### src/hct_pkg.sv
// ----------------------------------------------------------------------------
// Highly composite test package
// Shared constants for the highly composite number test block.
// ----------------------------------------------------------------------------
package hct_pkg;

   localparam int DEFAULT_VALUE_WIDTH = 12;

endpackage

### src/hct_rem.sv
// ----------------------------------------------------------------------------
// Serial remainder unit
// Restoring division that takes one quotient digit per cycle and reports
// whether the dividend is an exact multiple of the divisor.
// ----------------------------------------------------------------------------
module hct_rem #(
   parameter int VALUE_WIDTH = hct_pkg::DEFAULT_VALUE_WIDTH
) (
   input  logic                   clock,
   input  logic                   reset,
   input  logic                   start,
   input  logic [VALUE_WIDTH-1:0] dividend,
   input  logic [VALUE_WIDTH-1:0] divisor,
   output logic                   done,
   output logic                   rem_zero
);
   import hct_pkg::*;

   localparam int CNT_WIDTH = $clog2(VALUE_WIDTH + 1);

   logic [VALUE_WIDTH-1:0] dvd_ff;
   logic [VALUE_WIDTH-1:0] dsr_ff;
   logic [VALUE_WIDTH-1:0] rem_ff;
   logic [CNT_WIDTH-1:0]   cnt_ff;
   logic                   busy_ff;
   logic                   done_ff;
   logic [VALUE_WIDTH:0]   shifted;
   logic [VALUE_WIDTH:0]   diff;
   logic [VALUE_WIDTH-1:0] rem_in;

   always_comb begin
      shifted = {rem_ff, dvd_ff[VALUE_WIDTH-1]};
      diff    = shifted - {1'b0, dsr_ff};
      if (shifted >= {1'b0, dsr_ff}) begin
         rem_in = diff[VALUE_WIDTH-1:0];
      end else begin
         rem_in = shifted[VALUE_WIDTH-1:0];
      end
   end

   always_ff @(posedge clock) begin
      if (reset) begin
         busy_ff <= 1'b0;
         done_ff <= 1'b0;
         cnt_ff  <= '0;
      end else begin
         done_ff <= 1'b0;
         if (start) begin
            busy_ff <= 1'b1;
            cnt_ff  <= CNT_WIDTH'(VALUE_WIDTH);
            dvd_ff  <= dividend;
            dsr_ff  <= divisor;
            rem_ff  <= '0;
         end else if (busy_ff) begin
            rem_ff <= rem_in;
            dvd_ff <= {dvd_ff[VALUE_WIDTH-2:0], 1'b0};
            cnt_ff <= cnt_ff - 1'b1;
            if (cnt_ff == CNT_WIDTH'(1)) begin
               busy_ff <= 1'b0;
               done_ff <= 1'b1;
            end
         end
      end
   end

   assign done     = done_ff;
   assign rem_zero = (rem_ff == '0);

   a_rem_below_divisor : assert property (@(posedge clock) disable iff (reset)
      done_ff |-> (rem_ff < dsr_ff))
      else $error("Remainder is not below the divisor at completion.");

endmodule

### src/hct_divcnt.sv
// ----------------------------------------------------------------------------
// Divisor counter
// Counts the divisors of an operand by trial division up to its square
// root, using the serial remainder unit for each trial.
// ----------------------------------------------------------------------------
module hct_divcnt #(
   parameter int VALUE_WIDTH = hct_pkg::DEFAULT_VALUE_WIDTH
) (
   input  logic                   clock,
   input  logic                   reset,
   input  logic                   start,
   input  logic [VALUE_WIDTH-1:0] operand,
   output logic                   done,
   output logic [VALUE_WIDTH-1:0] count
);
   import hct_pkg::*;

   typedef enum logic [1:0] {
      ST_IDLE,
      ST_CHECK,
      ST_WAIT
   } state_type;

   state_type              state_ff;
   logic [VALUE_WIDTH-1:0] m_ff;
   logic [VALUE_WIDTH-1:0] t_ff;
   logic [VALUE_WIDTH:0]   sq_ff;
   logic [VALUE_WIDTH-1:0] count_ff;
   logic                   done_ff;
   logic                   rem_start_ff;
   logic                   rem_done;
   logic                   rem_zero;
   logic [VALUE_WIDTH:0]   sq_in;
   logic                   sq_exact;

   assign sq_in    = sq_ff + {t_ff, 1'b1};
   assign sq_exact = (sq_ff == {1'b0, m_ff});

   hct_rem #(
      .VALUE_WIDTH(VALUE_WIDTH)
   ) u_rem (
      .clock    (clock),
      .reset    (reset),
      .start    (rem_start_ff),
      .dividend (m_ff),
      .divisor  (t_ff),
      .done     (rem_done),
      .rem_zero (rem_zero)
   );

   always_ff @(posedge clock) begin
      if (reset) begin
         state_ff     <= ST_IDLE;
         done_ff      <= 1'b0;
         rem_start_ff <= 1'b0;
      end else begin
         done_ff      <= 1'b0;
         rem_start_ff <= 1'b0;
         unique case (state_ff)
            ST_IDLE: begin
               if (start) begin
                  m_ff     <= operand;
                  t_ff     <= VALUE_WIDTH'(1);
                  sq_ff    <= (VALUE_WIDTH + 1)'(1);
                  count_ff <= '0;
                  state_ff <= ST_CHECK;
               end
            end
            ST_CHECK: begin
               if (sq_ff > {1'b0, m_ff}) begin
                  done_ff  <= 1'b1;
                  state_ff <= ST_IDLE;
               end else begin
                  rem_start_ff <= 1'b1;
                  state_ff     <= ST_WAIT;
               end
            end
            ST_WAIT: begin
               if (rem_done) begin
                  if (rem_zero) begin
                     count_ff <= count_ff + (sq_exact ? VALUE_WIDTH'(1) : VALUE_WIDTH'(2));
                  end
                  sq_ff    <= sq_in;
                  t_ff     <= t_ff + 1'b1;
                  state_ff <= ST_CHECK;
               end
            end
            default: begin
               state_ff <= ST_IDLE;
            end
         endcase
      end
   end

   assign done  = done_ff;
   assign count = count_ff;

   a_trial_nonzero : assert property (@(posedge clock) disable iff (reset)
      (state_ff == ST_WAIT) |-> (t_ff != '0))
      else $error("Trial divisor is zero during a remainder step.");

   a_count_nonzero : assert property (@(posedge clock) disable iff (reset)
      done_ff |-> (count_ff != '0))
      else $error("A positive operand reported no divisors.");

endmodule

### config.mk
export PLATFORM = sky130hd
export DESIGN_NAME = hct_divcnt
export DESIGN_NICKNAME = d
export VERILOG_FILES = /design/src/hct_pkg.sv /design/src/hct_rem.sv /design/src/hct_divcnt.sv
export SDC_FILE = /design/constraint.sdc
export NUM_CORES = 1
export LEC_CHECK = 0
export BUFFER_PORTS_ARGS = -buffer_cell sky130_fd_sc_hd__buf_2
export CAP_MARGIN = 20
export CORE_MARGIN = 2
export CORE_UTILIZATION = 37
export CTS_CLUSTER_DIAMETER = 200
export DETAILED_ROUTE_END_ITERATION = 7
export MAX_ROUTING_LAYER = met4
export PLACE_DENSITY = 0.5
export SLEW_MARGIN = 20
export SYNTH_ARGS = -nofsm -noshare
export SYNTH_HDL_FRONTEND = slang
export SYNTH_HIERARCHICAL = 1
export SYNTH_SLANG_ARGS = --single-unit
### constraint.sdc
create_clock -name clock -period 5.7 [get_ports clock]
set_clock_uncertainty 0.05 [all_clocks]
set_input_delay 0 -clock clock [delete_from_list [all_inputs] [get_ports clock]]
set_output_delay 0 -clock clock [all_outputs]
set_load 0.01 [all_outputs]
# ---- Word level (Yosys, flattened, before mapping)
# Cells that the tools add are included.
dict set report word_totals {
  register_bits 95
  inputBits 15
  out_inout_bits 13
}
dict set report classes {
  n_addsub 5
  magnitude_cmp 2
  n_eq_ne 7
  mux 27
  bitwise_logic 3
  reduce_logical 13
}
# op n
set ops {}
lappend ops {{$mux 12} 9}
lappend ops {{$pmux 12 s2} 2}
lappend ops {{$mux 13} 2}
lappend ops {{$pmux 13 s2} 1}
lappend ops {{$add 13x13->13} 1}
lappend ops {{$eq 13x12->1} 1}
lappend ops {{$ge 13x12->1} 1}
lappend ops {{$gt 13x12->1} 1}
lappend ops {{$add 12x1->12 const B} 1}
lappend ops {{$add 12x2->12} 1}
lappend ops {{$logic_not 12->1} 1}
lappend ops {{$sub 12x12->12} 1}
lappend ops {{$mux 2} 4}
lappend ops {{$mux 4} 2}
lappend ops {{$mux 1} 6}
lappend ops {{$pmux 2 s3} 1}
lappend ops {{$reduce_and 2->1} 3}
lappend ops {{$reduce_and 5->1} 1}
lappend ops {{$eq 4x1->1 const B} 1}
lappend ops {{$ne 2x2->1 const B} 2}
lappend ops {{$reduce_and 4->1} 1}
lappend ops {{$reduce_bool 2->1} 2}
lappend ops {{$reduce_or 2->1} 2}
lappend ops {{$sub 4x1->4 const B} 1}
lappend ops {{7 further kinds} 9}

# ---- Logic depth before layout (Yosys ltp)
dict set report logic_depth {
  depth_word 6
  mapped_depth 11
}

# ---- Hierarchy
# Netlist, hierarchy kept.
# module instances cells_per_inst area_each_um2 seq_area_each_um2
set by_module_without_submodules {}
lappend by_module_without_submodules {hct_divcnt 1 278 3096.7 1551.5}
lappend by_module_without_submodules {hct_rem 1 211 2342.2 1201.2}

# ---- Least setup slack after synthesis
# No wires, ideal clock.
dict set report synth_path {
  kind {reg2reg}
  startpoint {register state_ff[1]}
  endpoint {register count_ff[0] (netlist: count[0]), enable pin}
  arrival_ns 3.570
  t_required_ns 5.251
  path_slack_ns 1.681
  stages_incl_launch_ff 4
  path_buffers 0
  path_cell_list {dfxtp_1 nor4b_1 a21o_1 a21boi_0}
}
dict set report synth_between {
  elab_chain_len 3
  elab_cells_between_ends 7
}
# item line_no
set synth_lines {}
lappend synth_lines {{from (decl)} hct_divcnt.sv:24} ;# state_type state_ff;
lappend synth_lines {{from (signal assigned)} hct_divcnt.sv:53} ;# state_ff <= ST_IDLE;
lappend synth_lines {{from (signal assigned)} hct_divcnt.sv:66} ;# state_ff <= ST_CHECK;
lappend synth_lines {{from (signal assigned)} hct_divcnt.sv:72} ;# state_ff <= ST_IDLE;
lappend synth_lines {{$eq 2x2->1 or $logic_not 2->1 (tied branches)} hct_divcnt.sv:59} ;# unique case (state_ff)
lappend synth_lines {{$ne 2x2->1 (no line) (tied with other cells)} -}
lappend synth_lines {{$reduce_and 5->1 (no line) (*)} -}
lappend synth_lines {{to (signal assigned)} hct_divcnt.sv:81} ;# count_ff <= count_ff + (sq_exact ? VALUE_WIDTH'(1) : VALUE_WIDTH'(2));
lappend synth_lines {{to (decl)} hct_divcnt.sv:28} ;# logic [VALUE_WIDTH-1:0] count_ff;
# Mark *: on every way between the ends. The rest lies on a longest branch, timed or not.
# A chain may end at the register's enable or synchronous reset.

# ---- Worst setup path in the final report
dict set report layout_path {
  startpoint {register sq_ff[10]}
  endpoint {register count_ff[8] (netlist: count[8]), data pin}
}
dict set report layout_between {
  elab_chain_len 6
}
# item line_no
set layout_lines {}
lappend layout_lines {{from (decl)} hct_divcnt.sv:27} ;# logic [VALUE_WIDTH:0] sq_ff;
lappend layout_lines {{from (signal assigned)} hct_divcnt.sv:64} ;# sq_ff <= (VALUE_WIDTH + 1)'(1);
lappend layout_lines {{from (signal assigned)} hct_divcnt.sv:83} ;# sq_ff <= sq_in;
lappend layout_lines {{$eq 13x12->1} hct_divcnt.sv:37} ;# assign sq_exact = (sq_ff == {1'b0, m_ff});
lappend layout_lines {{$mux 2} hct_divcnt.sv:81}
lappend layout_lines {{$add 12x2->12} hct_divcnt.sv:81}
lappend layout_lines {{$mux 12} hct_divcnt.sv:80} ;# if (rem_zero) begin
lappend layout_lines {{$mux 12} hct_divcnt.sv:79} ;# if (rem_done) begin
lappend layout_lines {{$pmux 12 s2} hct_divcnt.sv:59}
# Every way passes these cells. The select of a mux whose other input is x is not followed.

==> metrics.txt <==
run status=finished, final reports clean; WS Path Type=flip-flop to flip-flop; htree depth=3; Worst path max stage delay=450 ps; worst-path fanout max=3; RSZ-0062 raised after global routing=no; CP Capture Type=flip-flop; first-pass GRT wire length=19.5 mm; fill cell count=roughly 1,400; mapped cell area=5440 sq um; CTS tree=built; Post-synth EDFFs=85; via count of the first global-routing pass=between 3,000 and 4,000; slew margin rel.=0.409; Req. time, crit path=5740 ps; max-slew violation count=0; Synth async-reset ratio=0; row count=44; top-count cell post-synth=edfxtp_1; flops & latches, synth=between 90 and 100; Cell Area, Placed=around 5800 sq um; Seq/Total Area, Yosys=0.506; GPL Wtd Cong=0.791; I/O Buffers=27; gr usage total=0.161; Initial Utilization=0.377; top post-synthesis cells by count=edfxtp_1, ha_1, nor2_1, inv_1, a21oi_1; HP Class=primary input to flip-flop; slowest CP cell=fa_1; Num CTS Buffers=9; Setup violations, final=0; Ports=28; final hold violation count=0; Vias/cell=5.25; DR pass1 iterations=4; post-synth top area cell=edfxtp_1; worst-margin pin slew=887 ps; layout cells sized above 1=0.115; Final Cycle Share=0.502; Leakage=0.00240 uW; CTS Buffer Depth=2; warnings from Yosys=6; via count=3,784; register area=2750 sq um; area taken by multi-input logic gates=2480 sq um; startpoint types=flip-flop; largest net degree at the start of global routing=31; Layout area overhead=14.3%; Initial DRC Count=194; Finished Cell Area=6220 sq um; worst-path cell chain=ha_1 > nand4b_4 > nor3_1 > and4_1 > inv_1 > fa_1 > and2_1 > nand2_1 > xor2_1 > nor2_1; synth unique cells=60; crit path time final=around 2900 ps; die span in x=125 um; Nets=590; detailed-placement wirelength estimate=~8.6 mm; CTS root buf=clkbuf_16; Fmax=roughly 350 MHz; core area=14,400 sq um; max cap viols=0; setup tns final=0 ps; Synth Flop Type=edfxtp_1; Synth area leaders=edfxtp_1, ha_1, dfxtp_1; GRT overflow=0; # clock sinks=95; Die ar.=15,700 sq um; worst vdd rail ir drop=0.150 mV; post-DR wirelength/cell=16.3 um; Gate Count Post-Synth=489; DRC=0; PostCTS Resize Cnt=0; remaining antenna violation count=0; Die Y=125 um; CP arrival=2900 ps; drt total wl=11.7 mm; clk_lat worst skew=340 ps; antenna violations before repair=0; Cell Pwr Density=254 nW/um^2; post-synthesis area per instance=11.1 sq um; post-synth net total=547; clock-pin slew on the worst setup and hold paths=about 60 ps; Synth top area share=0.469; ANT cells=0
layer usage:
| layer | GRT usage | vias up | share of wire | wire [um] |
|---|---|---|---|---|
| li1 | - | 1871 | - | - |
| met1 | 0.206 | 1862 | 0.48 | 5590 |
| met2 | 0.260 | 45 | 0.48 | 5580 |
| met3 | 0.0394 | 6 | 0.038 | 450 |
| met4 | 0.0373 | 0 | 0.010 | 122 |
| met5 | - | - | 0 | 0 |
layout make-up:
cell class | instances | share of cell area
Clock buffer | 13 | 0.0386
Clock inverter | 3 | 0.0109
Inverter | 36 | 0.0217
Multi-Input combinational cell | 344 | 0.399
Sequential cell | 95 | 0.443
Tap cell | 184 | 0.0370
Timing Repair Buffer | 46 | 0.0499
power by group:
part	switching (uW)	internal, uW
logic	79.2	62.6
clock network	252	385
registers	17.6	781
total	348	1230
cell usage in the layout (no fill, tap or decap), types with 4 or more instances in the layout:
cell type      instances
dfxtp_1               10
inv_1                 35
and3_1                12
and2_1                 8
nor2_1                38
a21o_1                10
nor4_1                 4
nand3_1               18
buf_4                  6
o21a_1                 8
xnor2_1               14
ha_1                  40
buf_2                 27
mux2_1                11
o21ai_1               12
edfxtp_1              85
nor3_1                18
a21oi_1               32
clkbuf_16              9
xor2_1                21
o211ai_1               4
nor2b_1                7
dlygate4sd3_1         13
nand2_1               27
nand4_1                7
clkbuf_1               4
cell families after synthesis:
kind of cell,Yosys count,synth area share
and+or+nand+nor,160,0.154
DFF,95,0.506
AOI/OAI and AO/OA,93,0.114
buffers and inverters,50,0.0398
adders and majority gates,43,0.103
xor gates and xnor gates,35,0.0564
muxes,13,0.0265
stage by stage:
step                      hold slack (ps)  std cells  utilization  setup WS (ps)  power, uW
final                                 249        721        0.431           2840       1580
after global routing                  248        721        0.431           2650       1640
after CTS                             239        721        0.431           2830       1600
after detailed placement              130        692        0.401           2810        949
after global placement                128        691        0.400           2880        946
after floorplan                      48.9        489            -           1680        910
final timing paths:
path | startpoint | end | slack [ps] | depth (start not counted)
worst max-delay path | sq_ff[10]$_SDFFCE_PN0P_ | count[8]$_SDFFCE_PN0P_ | 2840 | 10
worst min-delay path | start | m_ff[1]$_DFFE_PP_ | 250 | 3
worst max register to register | sq_ff[10]$_SDFFCE_PN0P_ | count[8]$_SDFFCE_PN0P_ | 2840 | 10
worst min register to register | u_rem/cnt_ff[1]$_SDFFE_PP0P_ | u_rem/cnt_ff[1]$_SDFFE_PP0P_ | 470 | 2
sequential cells by signal, indices dropped and copies added (netlist names), 2 cells and up:
| signal | flops |
|---|---|
| count | 12 |
| m_ff | 12 |
| sq_ff | 13 |
| state_ff | 2 |
| t_ff | 12 |
| u_rem/cnt_ff | 4 |
| u_rem/dsr_ff | 12 |
| u_rem/dvd_ff | 12 |
| u_rem/rem_ff | 12 |
critical path: cells and delay by family, from the launching register on:
| kind | cells | cell delay [ps] |
|---|---|---|
| and+or+nand+nor | 6 | 1110 |
| adders and majority gates | 2 | 800 |
| DFF | 1 | 410 |
| xor gates and xnor gates | 1 | 140 |
| buffers and inverters | 1 | 90 |
what timing repair did:
action / 4_1_cts / 5_1_grt
hold buffers: 13 / 0
setup buffers: 0 / 0
hold endpoints to repair: 16 / 0
(Power assumes the default switching activity.)
